## src/rtl/tdb_pkg.sv

```systemverilog
`default_nettype none

package tdb_pkg;

  localparam int unsigned CHANNELS_DEF = 24;
  localparam int unsigned IN_CHANNELS  = 24;
  localparam int unsigned WORD_W       = 24;
  localparam int unsigned TIMER_W      = 8;
  localparam int unsigned ELAPSED_W    = 16;

  localparam logic [TIMER_W-1:0] TIMER_IDLE   = 8'hFF;
  localparam logic [TIMER_W-1:0] FILTER_RESET = 8'd20;
  localparam logic [TIMER_W-1:0] FILTER_MAX   = 8'd254;

  typedef struct packed {
    logic               en;
    logic               big;
    logic [TIMER_W-1:0] el_lo;
    logic [TIMER_W-1:0] filt;
  } tdb_tick_t;

  // reverse bit order, then invert (active-low inputs)
  function automatic logic [7:0] flip_byte(input logic [7:0] v);
    logic [7:0] b;
    b = ((v & 8'hF0) >> 4) | ((v & 8'h0F) << 4);
    b = ((b & 8'hCC) >> 2) | ((b & 8'h33) << 2);
    b = ((b & 8'hAA) >> 1) | ((b & 8'h55) << 1);
    return ~b;
  endfunction

endpackage

`default_nettype wire

```

## src/rtl/tdb_chan.sv

```systemverilog
`default_nettype none

module tdb_chan
  import tdb_pkg::*;
(
  input  wire logic      clk,
  input  wire logic      rst_n,
  input  wire tdb_tick_t tick,
  input  wire logic      cur,
  output logic           deb_nxt,
  output logic           settle
);

  logic               last_r;
  logic               deb_r;
  logic [TIMER_W-1:0] timer_r;
  logic               last_nxt;
  logic [TIMER_W-1:0] timer_nxt;
  logic [TIMER_W:0]   sum;

  assign sum = {1'b0, tick.el_lo} + {1'b0, timer_r};

  always_comb begin
    last_nxt  = last_r;
    timer_nxt = timer_r;
    deb_nxt   = deb_r;
    settle    = 1'b0;
    if (tick.en) begin
      if (cur != last_r) begin
        last_nxt  = cur;
        timer_nxt = (deb_r == cur) ? TIMER_IDLE : '0;
      end else if (timer_r != TIMER_IDLE) begin
        if (tick.big || (sum > {1'b0, tick.filt})) begin
          timer_nxt = TIMER_IDLE;
          deb_nxt   = cur;
          settle    = 1'b1;
        end else begin
          timer_nxt = sum[TIMER_W-1:0];
        end
      end
    end
  end

  always_ff @(posedge clk) begin
    if (!rst_n) begin
      last_r  <= 1'b0;
      deb_r   <= 1'b0;
      timer_r <= TIMER_IDLE;
    end else begin
      last_r  <= last_nxt;
      deb_r   <= deb_nxt;
      timer_r <= timer_nxt;
    end
  end

endmodule

`default_nettype wire

```

## src/rtl/timed_debounce_24_inputs.sv

```systemverilog
`default_nettype none

// Throughput: one word per cycle while the output is not stalled; all channel
// filters update in parallel in the single stage between the input register
// and the output register, which holds each accepted word's result.
// Reset (synchronous, active low): debounced and last-sample bits clear,
// every settle timer goes idle, filter time returns to 20 ms.
module timed_debounce_24_inputs
  import tdb_pkg::*;
#(
  parameter int unsigned CHANNELS = CHANNELS_DEF
) (
  input  wire logic        clk,
  input  wire logic        rst_n,
  input  wire logic        in_tvalid,
  output logic             in_tready,
  input  wire logic [39:0] in_tdata,   // expander_a, expander_b_high, elapsed_ms
  input  wire logic        in_tuser,   // force_report
  output logic             out_tvalid,
  input  wire logic        out_tready,
  output logic [23:0]      out_tdata,  // debounced_word
  output logic [1:0]       out_tuser,  // changed, report
  input  wire logic        cfg_we,
  input  wire logic [7:0]  cfg_wdata   // filter_ms
);

  logic [TIMER_W-1:0]   filter_r;
  logic                 in_vld_r;
  logic [39:0]          in_data_r;
  logic                 in_force_r;
  logic                 adv;
  logic [TIMER_W-1:0]   filt;
  logic [ELAPSED_W-1:0] elapsed;
  logic [WORD_W-1:0]    cur24;
  tdb_tick_t            tick;
  logic [CHANNELS-1:0]  deb_nxt;
  logic [CHANNELS-1:0]  settle;
  logic [WORD_W-1:0]    word_nxt;
  logic                 changed;

  assign adv       = in_vld_r && (!out_tvalid || out_tready);
  assign in_tready = !in_vld_r || adv;

  always_ff @(posedge clk) begin
    if (!rst_n) begin
      filter_r <= FILTER_RESET;
    end else if (cfg_we) begin
      filter_r <= cfg_wdata;
    end
  end

  always_ff @(posedge clk) begin
    if (!rst_n) begin
      in_vld_r <= 1'b0;
    end else if (in_tready) begin
      in_vld_r <= in_tvalid;
    end
  end

  always_ff @(posedge clk) begin
    if (in_tvalid && in_tready) begin
      in_data_r  <= in_tdata;
      in_force_r <= in_tuser;
    end
  end

  assign filt    = (filter_r == TIMER_IDLE) ? FILTER_MAX : filter_r;
  assign elapsed = in_data_r[39:24];
  assign cur24   = {flip_byte(in_data_r[15:8]), flip_byte(in_data_r[7:0]),
                    flip_byte(in_data_r[23:16])};

  assign tick.en    = adv;
  assign tick.big   = elapsed >= {{(ELAPSED_W-TIMER_W){1'b0}}, filt};
  assign tick.el_lo = elapsed[TIMER_W-1:0];
  assign tick.filt  = filt;

  for (genvar ch = 0; ch < CHANNELS; ch++) begin : g_chan
    logic cur;
    if (ch < IN_CHANNELS) begin : g_in
      assign cur = cur24[ch];
    end else begin : g_zero
      assign cur = 1'b0;
    end
    tdb_chan u_chan (
      .clk     (clk),
      .rst_n   (rst_n),
      .tick    (tick),
      .cur     (cur),
      .deb_nxt (deb_nxt[ch]),
      .settle  (settle[ch])
    );
  end

  for (genvar i = 0; i < WORD_W; i++) begin : g_word
    if (i < CHANNELS) begin : g_bit
      assign word_nxt[i] = deb_nxt[i];
    end else begin : g_pad
      assign word_nxt[i] = 1'b0;
    end
  end

  assign changed = |settle;

  always_ff @(posedge clk) begin
    if (!rst_n) begin
      out_tvalid <= 1'b0;
    end else if (adv) begin
      out_tvalid <= 1'b1;
    end else if (out_tready) begin
      out_tvalid <= 1'b0;
    end
  end

  always_ff @(posedge clk) begin
    if (adv) begin
      out_tdata <= word_nxt;
      out_tuser <= {changed || in_force_r, changed};
    end
  end

`ifndef ASSERT_OFF
  a_changed_reports: assert property (@(posedge clk) disable iff (!rst_n)
    out_tvalid && out_tuser[0] |-> out_tuser[1])
    else $error("changed without report");

  a_out_hold: assert property (@(posedge clk) disable iff (!rst_n)
    out_tvalid && !out_tready |=>
      out_tvalid && $stable(out_tdata) && $stable(out_tuser))
    else $error("result word moved while stalled");

  a_adv_loads: assert property (@(posedge clk) disable iff (!rst_n)
    adv |=> out_tvalid)
    else $error("result register not loaded");

  a_settle_needs_word: assert property (@(posedge clk) disable iff (!rst_n)
    |settle |-> adv)
    else $error("settle outside an accepted word");
`endif

endmodule

`default_nettype wire

```

## config.mk

```make
export PLATFORM = sky130hd
export DESIGN_NAME = timed_debounce_24_inputs
export DESIGN_NICKNAME = d
export VERILOG_FILES = /design/src/rtl/tdb_pkg.sv /design/src/rtl/tdb_chan.sv /design/src/rtl/timed_debounce_24_inputs.sv
export SDC_FILE = /design/constraint.sdc
export NUM_CORES = 1
export LEC_CHECK = 0
export BUFFER_PORTS_ARGS = -buffer_cell sky130_fd_sc_hd__buf_2
export CORE_MARGIN = 1.5
export CORE_UTILIZATION = 46
export CTS_BUF_LIST = sky130_fd_sc_hd__clkbuf_8 sky130_fd_sc_hd__clkbuf_16
export DETAILED_ROUTE_END_ITERATION = 8
export SYNTH_ARGS = -nofsm -noshare
export SYNTH_HDL_FRONTEND = slang
export SYNTH_SLANG_ARGS = --single-unit
```

## constraint.sdc

```tcl
create_clock -name clk -period 10.4 [get_ports clk]
set_clock_uncertainty 0.15 [all_clocks]
set_input_delay 0.52 -clock clk [delete_from_list [all_inputs] [get_ports clk]]
set_output_delay 0.52 -clock clk [all_outputs]
set_load 0.02 [all_outputs]
```

-- Word-level counts from Yosys, hierarchy flattened
Index checks and enable logic that the tools add are counted.
- $add $sub $neg: 24
- multiply operators: 0
- divide/modulo/power cells: 0
- magnitude comparators: 25
- eq/ne operators: 73
- shifts and indexed selects: 0
- mux-type cells: 291
- bitwise logic cells: 12
- reduce and logical (&&, ||, !) cells: 105
- operator list (operator ; number):
    $mux W8 ; 97
    $add A8 B8 Y9 ; 24
    $gt A9 B8 Y1 ; 24
    $mux W1 ; 194
    $ne A8 B8 Y1 const B ; 24
    $reduce_and A2 Y1 ; 48
    $reduce_bool A2 Y1 ; 25
    $logic_or A1 B1 Y1 ; 27
    $eq A1 B1 Y1 ; 24
    $ne A1 B1 Y1 ; 24
    $not A8 Y8 ; 3
    $or A4 B8 Y8 ; 3
    $or A6 B8 Y8 ; 3
    $or A7 B8 Y8 ; 3
    $reduce_or A24 Y1 ; 1
    $ge A16 B8 Y1 ; 1
    $eq A8 B8 Y1 const B ; 1
    $logic_and A1 B1 Y1 ; 2
    $logic_not A1 Y1 ; 2
- bits in registers: 317
- latch bits: 0
- RAM bits: 0
- memory bits (read-only): 0
- logic and storage cells: 609
- memories: 0

-- Depth between registers and ports, before layout
Gate-level depths: netlist of run 1.
- word-level depth: 10
- depth in mapped cells: 18

-- Modules after synthesis
A second synthesis of run 1 with hierarchy kept.
- cell total of the unflattened synthesis: 2906
- area, all modules: 27614.0 um2
- modules (own cells, without submodules) (module ; instances ; cells an instance ; area each (um2) ; sequential area each (um2)):
    tdb_chan (g_chan[0].u_chan ...) ; 11 ; 114 ; 1037.2 ; 200.2
    tdb_chan (g_chan[11].u_chan ...) ; 10 ; 113 ; 1032.2 ; 200.2
    timed_debounce_24_inputs ; 1 ; 172 ; 2824.0 ; 2212.1
    tdb_chan (g_chan[6].u_chan ...) ; 2 ; 120 ; 1046.0 ; 200.2
    tdb_chan (g_chan[9].u_chan) ; 1 ; 110 ; 965.9 ; 200.2

-- Worst setup path before layout of run 1
No wires, ideal clock.
- path kind: register -> register
- start: register in_data_r[25]
- end: register out_tuser[0], data pin
- library setup time: 0.275 ns
- data arrival time: 4.604 ns
- data required time: 9.975 ns
- setup slack: 5.371 ns
- cell stages (with the launch flop): 17
- clock period less this slack: 5.029 ns
- path through: edfxtp_1 > ha_1 > a21o_1 > a21oi_1 > nor2b_1 > o21ai_0 > nor2b_1 > xnor2_1 > ha_1 > nand4_1 > or2_2 > a21oi_1 > o21ai_0 > o31ai_1 > o2111ai_1 > nor4_1 > nand3_1
- word-level cells in the longest chain between the ends: 8
- elaborated cells between the ends (all ways): 170
- ends and longest elaborated chain (item ; RTL line ; text):
    start: declaration ; timed_debounce_24_inputs.sv:29 ; logic [39:0] in_data_r;
    start signal: assignment ; timed_debounce_24_inputs.sv:62 ; in_data_r <= in_tdata;
    $add A8 B8 Y9 ; tdb_chan.sv:21 ; assign sum = {1'b0, tick.el_lo} + {1'b0, timer_r};
    $gt A9 B8 Y1 ; tdb_chan.sv:33 ; if (tick.big || (sum > {1'b0, tick.filt})) begin
    $logic_or A1 B1 Y1 ; tdb_chan.sv:33 ;
    $mux W1 ; tdb_chan.sv:33 ;
    $mux W1 ; tdb_chan.sv:32 ; end else if (timer_r != TIMER_IDLE) begin
    $mux W1 ; tdb_chan.sv:29 ; if (cur != last_r) begin
    $mux W1 ; tdb_chan.sv:28 ; if (tick.en) begin
    $reduce_or A24 Y1 (*) ; timed_debounce_24_inputs.sv:102 ; assign changed = |settle;
    via changed ; timed_debounce_24_inputs.sv:39 ; logic changed;
    end signal: assignment ; timed_debounce_24_inputs.sv:117 ; out_tuser <= {changed || in_force_r, changed};
    end: declaration ; timed_debounce_24_inputs.sv:22 ; output logic [1:0] out_tuser,
Mark *: on every way through the listed nets, which the timed path passes. The rest lies on a longest branch.
A chain may end at the register's enable or synchronous reset.

-- Final worst setup path of run 1
- start: register in_data_r[24]
- end: register out_tuser[1], data pin
- word-level cells in the longest chain between the ends: 9
- elaborated cells between the ends (all ways): 171
- ends and longest elaborated chain (item ; RTL line):
    $add A8 B8 Y9 ; tdb_chan.sv:21
    $gt A9 B8 Y1 ; tdb_chan.sv:33
    $logic_or A1 B1 Y1 ; tdb_chan.sv:33
    $mux W1 ; tdb_chan.sv:33
    $mux W1 ; tdb_chan.sv:32
    $mux W1 ; tdb_chan.sv:29
    $mux W1 ; tdb_chan.sv:28
    $reduce_or A24 Y1 (*) ; timed_debounce_24_inputs.sv:102
    $logic_or A1 B1 Y1 (*) ; timed_debounce_24_inputs.sv:117
Every way passes the cells marked *; elsewhere a longest branch is shown, timed or not.

==> metrics, run 1 <==
Worst EP arrival=5.61 ns; Routed WL=70230 µm; Synth Warn #=0; Post-CTS Setup Bufs=0; Mapped Nets=around 3300; commonest cells after routing, fill and taps aside=392 x ha_1, 318 x nor2_1, 314 x a21oi_1, 287 x o21ai_0, 250 x dfxtp_1; Num Clock Sinks=around 320; largest net degree at the start of global routing=58; chip width=approximately 230 µm; Max Cap Viol=0; r2r endpoint=out_tuser[1]; asr flop ratio synth=0; Nets=roughly 3400; slew margin rel.=0.1393; crit path time final=5.464 ns; ys flop type=dfxtp_1; final-report max-slew violation count=0; critical-path maximum fanout=25; port bufs=81; CTS tree=yes; FF+latch count, synth=around 320; worst r2r src=in_data_r[24]; Hold EP=in_force_r; vias=about 22000; DRC Markers=0; vias in the first global route=around 22000; Worst path top cell family by delay=compound AO/OA/AOI/OAI gates; status=completed; RSZ-0062 raised after global routing=no; synthesized cell area=between 20000 and 25000 µm²; Worst VDD drop=~110 µV; clock-pin slew on the worst setup and hold paths=0.06 ns; endpoints failing setup=0; Reg2Reg Setup Slack=between 4 and 5 ns; total CTS buffers=39; Row Count=83; first-pass GRT wire length=112000 µm; post-synthesis sequential area ratio=0.2899; maximum clock insertion buffer count=3; WL/cell=~19 µm; Crit path largest cell delay=~0.77 ns; Netlist cell types=a little over 70; Power Density=between 150 and 200 nW/µm²; syn avg cell area=between 8 and 9 µm²; DRT iter0 DRCs=about 1400; Power Total=~4.4 mW; gr ovfl total=0; initial antenna violation count=2; FMAX=~180 MHz; die area=roughly 54000 µm²; starting density of the core=0.4689; layout cells sized above 1=0.06546; H-tree Lvls=2; kind of critical path=reg2reg; Routed Antenna Nets=0; root buf cell=clkbuf_16; CP Depth=18; CP Cell Sequence=buf_4 -> ha_1 -> fa_1 -> a21o_1 -> a21oi_1 -> nor2b_1 -> o21a_1 -> nor2_1 -> xnor2_1 -> ha_1 -> nor3_1 -> o21ai_0 -> o221ai_1 -> a21oi_1 -> o41ai_1 -> a41oi_1 -> nor4_1 -> nand3_1; total track usage=0.2607; drt via density=roughly 5.9; R2R depth=18; Clk Latency, worst-skew pair=~0.57 ns; Hold Path Stages=1; Die Height=232.4 µm; Worst setup SP type=register; # IOs=82; Crit. End Element=register; final period utilization=0.5254; Inserted Diodes=0; Worst EP required=10.55 ns; hpwl dp=46940 µm; EDFF count, synth=67; Initial DRT Pass Iterations=7; WP buf/inv=1; Setup TNS=0 ns; cell count after synthesis=roughly 2800; actual slew at the worst max-slew pin=between 1 and 1.5 ns; Placer Congestion=~0.9; leading cell type in the layout, fill and taps excluded=ha_1; type of the tightest min-delay check=in2reg; Leakage=about 11 nW; core box area=roughly 52000 µm²; Final Hold Fails=0; Layout Area Growth over Synthesis=12.18%; Crit-path slowest cell=o41ai_1; Hold Path Origin=in_tuser
-- flip-flops by register name, summed over array words and instances, names as in the netlist --
name	cells
g_chan.u_chan.timer_r	192
in_data_r	40
g_chan.u_chan.deb_r	24
g_chan.u_chan.last_r	24
out_tdata	24
filter_r	8
out_tuser	2
in_force_r	1
in_vld_r	1
out_tvalid	1
-- stage by stage --
stage                     hold WS [ns]  setup WS (ns)  cell area (µm²)  std cells  utilization
after floorplan                 0.3038          5.371            24200       2814            -
after CTS                     0.008397          4.985            27150       3659       0.5260
after global placement          0.3308          5.052            25450       3548       0.4931
final                          0.03711          4.936            27150       3659       0.5261
after global routing           0.02139          4.611            27150       3659       0.5261
after detailed placement        0.3358          4.979            25450       3548       0.4931
-- logic make-up (layout without fill, tap and decap cells) --
group,after synthesis,in the layout,synth area share
AO/OA/AOI/OAI,901,901,0.2239
XOR/XNOR,152,152,0.05500
adder cells (fa/ha/maj),416,416,0.2225
buffers and inverters,139,304,0.02192
flip-flops,317,317,0.2899
multiplexers,35,35,0.01447
AND/OR/NAND/NOR,854,854,0.1722
-- power breakdown --
group	internal [mW]	switching (mW)	leakage (nW)
logic	0.670	0.916	7.69
registers	1.35	0.0875	2.70
clock network	0.828	0.565	0.650
total	2.85	1.57	11.0
-- cells in the mapped netlist, drive strengths merged, types with 6 or more instances --
| library cell | n | area [µm²] |
|---|---|---|
| o21bai | 9 | 67.56 |
| xor2 | 58 | 508.0 |
| a211oi | 32 | 240.2 |
| inv | 87 | 326.6 |
| o21ai | 289 | 1446 |
| a21boi | 6 | 45.04 |
| a22o | 7 | 61.31 |
| and3 | 21 | 131.4 |
| nor4 | 12 | 90.09 |
| nand2 | 129 | 486.7 |
| clkbuf | 40 | 150.1 |
| edfxtp | 67 | 2012 |
| a211o | 6 | 52.55 |
| nor2b | 60 | 375.4 |
| o2bb2ai | 14 | 122.6 |
| nand3 | 51 | 255.2 |
| o211ai | 27 | 207.7 |
| or2 | 13 | 81.33 |
| a2111oi | 14 | 150.1 |
| o31ai | 11 | 82.58 |
| o221ai | 9 | 78.83 |
| o41ai | 8 | 88.84 |
| nand4 | 87 | 544.3 |
| buf | 11 | 50.05 |
| a21o | 46 | 345.3 |
| a31oi | 8 | 50.05 |
| nand2b | 47 | 294.0 |
| nor3 | 44 | 220.2 |
| a22oi | 8 | 60.06 |
| o21a | 62 | 465.5 |
| nor2 | 318 | 1194 |
| a21oi | 314 | 1572 |
| ha | 392 | 4905 |
| or3 | 23 | 143.9 |
| fa | 24 | 480.5 |
| and2 | 24 | 150.1 |
| nand3b | 7 | 52.55 |
| mux2i | 35 | 350.3 |
| dfxtp | 250 | 5005 |
| xnor2 | 94 | 823.3 |
-- routing by layer --
metal	GRT usage	part of all wire	vias up
met5	0	0.00019	-
met4	0.1167	0.042	2
met3	0.03689	0.056	171
met2	0.4368	0.46	601
met1	0.3316	0.44	10250
li1	-	-	10740
-- layout make-up --
type | instances | area [µm²]
clock buffer | 43 | 1054
clock inverter | 28 | 241.5
fill | 4653 | 24460
inverter | 88 | 335.3
multi-input combinational | 2358 | 16670
sequential | 317 | 7017
tap | 680 | 850.8
timing repair buffer | 145 | 988.4
-- how the worst max path moves through the flow --
| stage | start | endpoint | slack, ns |
|---|---|---|---|
| after CTS | filter_r[7] | out_tuser[1] | 4.99 |
| after global routing | filter_r[7] | out_tuser[1] | 4.61 |
| after global placement | filter_r[7] | out_tuser[1] | 5.05 |
| after detailed placement | filter_r[7] | out_tuser[1] | 4.98 |
| after floorplan | in_data_r[25] | out_tuser[0] | 5.37 |
| final | in_data_r[24] | out_tuser[1] | 4.94 |
-- what timing repair did --
item,CTS,global route
endpoints found under the hold margin,40,0
gates resized for setup,0,0
hold buffers,40,0
setup endpoints to repair,0,0
No activity file was read; power rests on OpenSTA's default activity.
==> run 2, diff against run 1 <==
clock period = 4.82 ns   (was 10.4 ns; I/O delays follow)
==> metrics, run 2 (synthesis results as in run 1) <==
status=completed; Setup TNS=0 ns; top flop regs=g_chan.u_chan.timer_r (192), in_data_r (40); first-pass GRT wire length=~120000 µm; H-tree Lvls=2; post-route insts no fill=approximately 3700; Die Height=232.4 µm; commonest cells after routing, fill and taps aside=392 x ha_1, 318 x nor2_1, 303 x a21oi_1, 280 x o21ai_0, 250 x dfxtp_1; Initial DRT Pass Iterations=8; actual slew at the worst max-slew pin=roughly 1.4 ns; Final Hold Fails=0; slew margin rel.=0.05155; Worst setup SP type=register; Power Total=9.527 mW; Crit path largest cell delay=around 0.46 ns; CTS tree=yes; Placer Congestion=roughly 0.9; initial antenna violation count=1; total track usage=0.2686; Worst VDD drop=around 290 µV; endpoints failing setup=0; Largest Register=g_chan.u_chan.timer_r; Max Cap Viol=0; met3 usage=0.03015; Worst path top cell family by delay=compound AO/OA/AOI/OAI gates; Internal=between 6 and 7 mW; Logic pwr share=0.371; Routed Antenna Nets=0; starting density of the core=0.4689; vias=22190; hpwl dp=just over 50000 µm; Leakage=roughly 11 nW; Crit. End Element=register; layout cells sized above 1=0.08509; WL/cell=around 20 µm; leading cell type in the layout, fill and taps excluded=ha_1; largest net degree at the start of global routing=58; kind of critical path=reg2reg; utilization after layout=0.5403; clock-pin slew on the worst setup and hold paths=0.06 ns; final period utilization=0.9560; FMAX=roughly 220 MHz; WP buf/inv=1; Seq pwr share=0.328; final-report max-slew violation count=0; placed cells=~3600; Psw=3.447 mW; DRC Markers=0; RSZ-0062 raised after global routing=no; maximum clock insertion buffer count=3; clock share of power=0.302; Worst EP arrival=approximately 4.8 ns; DRT iter0 DRCs=1516; type of the tightest min-delay check=in2reg; root buf cell=clkbuf_16; drt via density=slightly below 6; CP Cell Sequence=buf_12 -> ha_1 -> fa_1 -> a21o_1 -> a21oi_1 -> nor2b_1 -> o21a_1 -> nor2_1 -> xnor2_1 -> ha_1 -> nor3_1 -> o21ai_0 -> o221ai_1 -> a21oi_1 -> o41ai_2 -> a41oi_1 -> nor4_4 -> nand3_1; multi-input logic area=16820 µm²; Row Count=between 80 and 90; GRT Max-Usage Layer=met2; # fillers=between 4000 and 5000; die area=roughly 54000 µm²; GRT met2 Usage=0.4488; Worst EP required=4.99 ns; max FFs per register=192; crit path time final=4.608 ns; total CTS buffers=39; Layout Area Growth over Synthesis=15.21%; Nets=approximately 3500; core box area=51610 µm²; vias in the first global route=about 22000; Routed WL=~73000 µm; GR Util met1=0.3483; worst hold slack=0.2169 ns; port bufs=81; critical-path maximum fanout=12; Register Area=7017 µm²; gr ovfl total=0; Crit-path slowest cell=edfxtp_1; # IOs=82; Num Clock Sinks=approximately 320; Clk Latency, worst-skew pair=0.59 ns; Sw Ratio=0.3618; chip width=approximately 230 µm; Power Density=around 340 nW/µm²
-- run 2: cell count changes in the layout (fill, tap and decap cells not counted), moves of 6 or more --
cell,delta
o21ai_1,+7
a21oi_2,+11
inv_1,+9
buf_12,+7
clkinv_2,-6
o21ai_0,-7
o41ai_2,+7
o41ai_1,-7
dlygate4sd3_1,+23
buf_4,+34
a21oi_1,-11
-- run 2: through the flow --
stage	area (µm²)	setup slack, ns
after floorplan	24350	0.001987
after global placement	25960	-0.03351
after detailed placement	25960	-0.08314
after CTS	27840	0.1087
after global routing	27880	0.02351
final	27880	0.2120
-- run 2: final cells by class --
| cell class | count | share of cell area |
|---|---|---|
| clock inverters | 26 | 0.005609 |
| repair buffers | 209 | 0.05788 |
| clock buffers | 46 | 0.03886 |
| inverters | 88 | 0.01203 |
| multi-input cells | 2358 | 0.6034 |
| diodes | 1 | 0.00008974 |
| flip-flops and latches | 317 | 0.2516 |
| well taps | 680 | 0.03051 |
-- run 2: repair_timing --
action                     in CTS  in global routing
hold buffers                   63                  0
setup buffers                   0                  2
pin swaps                       0                  2
hold endpoints to repair       58                  0
setup endpoints to repair       2                  3
gates resized for setup         1                  2
-- run 2: per-layer routing --
layer  wire length (µm)  part of all wire  vias up
met5                  0                 0        -
met4               3113             0.042        0
met3               3439             0.047      180
met2              33540              0.46      614
met1              33160              0.45    10540
li1                   -                 -    10860
-- run 2: power by group through the flow --
stage                     Sequential [mW]  Clock (mW)  Combinational [mW]
after detailed placement             3.17           0                3.41
final                                3.12        2.87                3.53
after global routing                 3.15        3.04                3.97
after floorplan                      3.14           0                2.55
after CTS                            3.12        2.95                3.49
after global placement               3.17           0                3.29
-- run 2: final timing paths --
kind,from,end,slack (ns),depth (start not counted)
worst max-delay path,in_data_r[24],out_tuser[0],0.21,18
worst min-delay path,in_tdata[23],in_data_r[23],0.22,2
worst max register to register,in_data_r[24],out_tuser[0],0.21,18
worst min register to register,g_chan[7].u_chan.timer_r[7],g_chan[7].u_chan.timer_r[7],0.35,2
==> run 3, diff against run 2 <==
==> constraint.sdc (replaced) <==
create_clock -name clk -period 4.82 [get_ports clk]
set_clock_uncertainty 0.15 [all_clocks]
set_input_delay 1.446 -clock clk [delete_from_list [all_inputs] [get_ports clk]]
set_output_delay 1.446 -clock clk [all_outputs]
set_load 0.02 [all_outputs]
==> metrics, run 3 (synthesis results as in run 1) <==
drt via density=approximately 6; die area=roughly 54000 µm²; max FFs per register=around 190; vias in the first global route=~22000; Worst EP arrival=4.76 ns; status=completed; commonest cells after routing, fill and taps aside=392 x ha_1, 318 x nor2_1, 303 x a21oi_1, 279 x o21ai_0, 250 x dfxtp_1; met3 WL=roughly 3400 µm; clock-pin slew on the worst setup and hold paths=approximately 0.06 ns; Largest Register=g_chan.u_chan.timer_r; Initial DRT Pass Iterations=5; # IOs=between 80 and 90; total CTS buffers=40; initial antenna violation count=0; first-pass GRT wire length=approximately 120000 µm; WL/cell=about 20 µm; Worst VDD drop=approximately 310 µV; Hold Path Stages=2; port bufs=a little over 80; Clk Latency, worst-skew pair=~0.58 ns; H-tree Lvls=2; Nets=about 3400; critical-path maximum fanout=11; Max Cap Viol=0; root buf cell=clkbuf_16; Row Count=between 80 and 90; crit path time final=between 4 and 5 ns; DRC Markers=0; Power Density=355.7 nW/µm²; final-report max-slew violation count=0; Reg2Reg Setup Slack=~0.22 ns; Placer Congestion=around 0.9; FMAX=217.4 MHz; leading cell type in the layout, fill and taps excluded=ha_1; chip width=232.4 µm; RSZ-0062 raised after global routing=no; gr ovfl total=0; Placement Cell Area=around 26000 µm²; top flop regs=g_chan.u_chan.timer_r (192), in_data_r (40); Leakage=around 11 nW; Hold Path Origin=g_chan[7].u_chan.timer_r[7]; largest net degree at the start of global routing=58; # fillers=4760; Final Hold Fails=0; Crit. End Element=register; Num Clock Sinks=around 320; maximum clock insertion buffer count=3; final period utilization=0.9543; R2R depth=18; Worst EP required=4.98 ns; Layout Area Growth over Synthesis=13.78%; Routed WL=~73000 µm; Routed Antenna Nets=0; core box area=between 50000 and 60000 µm²; placed cells=3605; met2 WL=34390 µm; kind of critical path=reg2reg; Worst setup SP type=register; hpwl dp=about 53000 µm; Hold EP=g_chan[7].u_chan.timer_r[7]; type of the tightest min-delay check=reg2reg; WL met1=roughly 33000 µm; CTS tree=yes; design area=27540 µm²; vias=roughly 22000; CTS Hold Bufs=0; actual slew at the worst max-slew pin=about 1 ns; fin worst setup slack=0.2203 ns; layout cells sized above 1=0.09627; total track usage=0.2706; r2r endpoint=out_tuser[0]; post-route insts no fill=between 3000 and 4000; Top Layer Used=met4; worst r2r src=in_data_r[24]; pre-CTS worst setup slack=-0.2260 ns; DRT iter0 DRCs=roughly 1300; slew margin rel.=0.3452; Inserted Diodes=0; utilization after layout=0.5336; starting density of the core=0.4689; endpoints failing setup=0; worst hold slack=~0.34 ns; Die Height=232.4 µm
run 3: stage by stage:
step | TNS (ns) | total power [mW]
floorplan | 0 | 5.697
global placement | -0.4451 | 6.480
detailed placement | -0.4500 | 6.600
CTS | 0 | 9.825
global route | 0 | 10.42
finish | 0 | 9.794
run 3: cell type report:
cell class	count	area (µm²)	area share
clock inverter	28	275.3	0.009995
tap	680	850.8	0.03090
inverter	88	335.3	0.01218
clock buffer	46	1095	0.03975
multi-input combinational	2358	16840	0.6115
sequential	317	7017	0.2548
timing repair buffer	165	1126	0.04089
run 3: timing repair:
item,CTS,global route
endpoints found under the setup margin,2,4
buffers inserted,1,2
resized for setup,4,3
pin swaps,1,2
run 3: how the worst max path moves through the flow:
stage / start / end / cells after the start
after global placement: in_data_r[24] / out_tuser[0] / 18
after global routing: in_data_r[24] / out_tuser[0] / 18
after floorplan: in_data_r[25] / out_tuser[1] / 15
after CTS: in_data_r[24] / out_tuser[0] / 18
final: in_data_r[24] / out_tuser[0] / 18
after detailed placement: in_data_r[24] / out_tuser[0] / 18
run 3: power by group:
part	internal (mW)	switching, mW	total (mW)
Clock	1.90	1.27	3.17
Sequential	2.92	0.203	3.12
Combinational	1.48	2.02	3.50
Total	6.30	3.49	9.79
run 3: critical path, cell delays in order (launching register included):
cell and delay [ns]:
edfxtp_1 0.42, buf_4 0.17, buf_12 0.14, ha_1 0.22, fa_1 0.40, a21oi_1 0.25, o21ai_0 0.18, o21a_1 0.20
nor2_1 0.11, xnor2_1 0.17, ha_1 0.29, a21oi_1 0.12, o21ai_0 0.11, a22oi_1 0.21, a22oi_1 0.09, a311o_1 0.36
a22oi_1 0.37, and4_1 0.29, nand3_1 0.08
run 3: per-layer routing:
metal / global-route usage / up-vias
met5: 0 / -
met4: 0.1136 / 0
met3: 0.02929 / 178
met2: 0.4632 / 625
met1: 0.3444 / 10540
li1: - / 10770
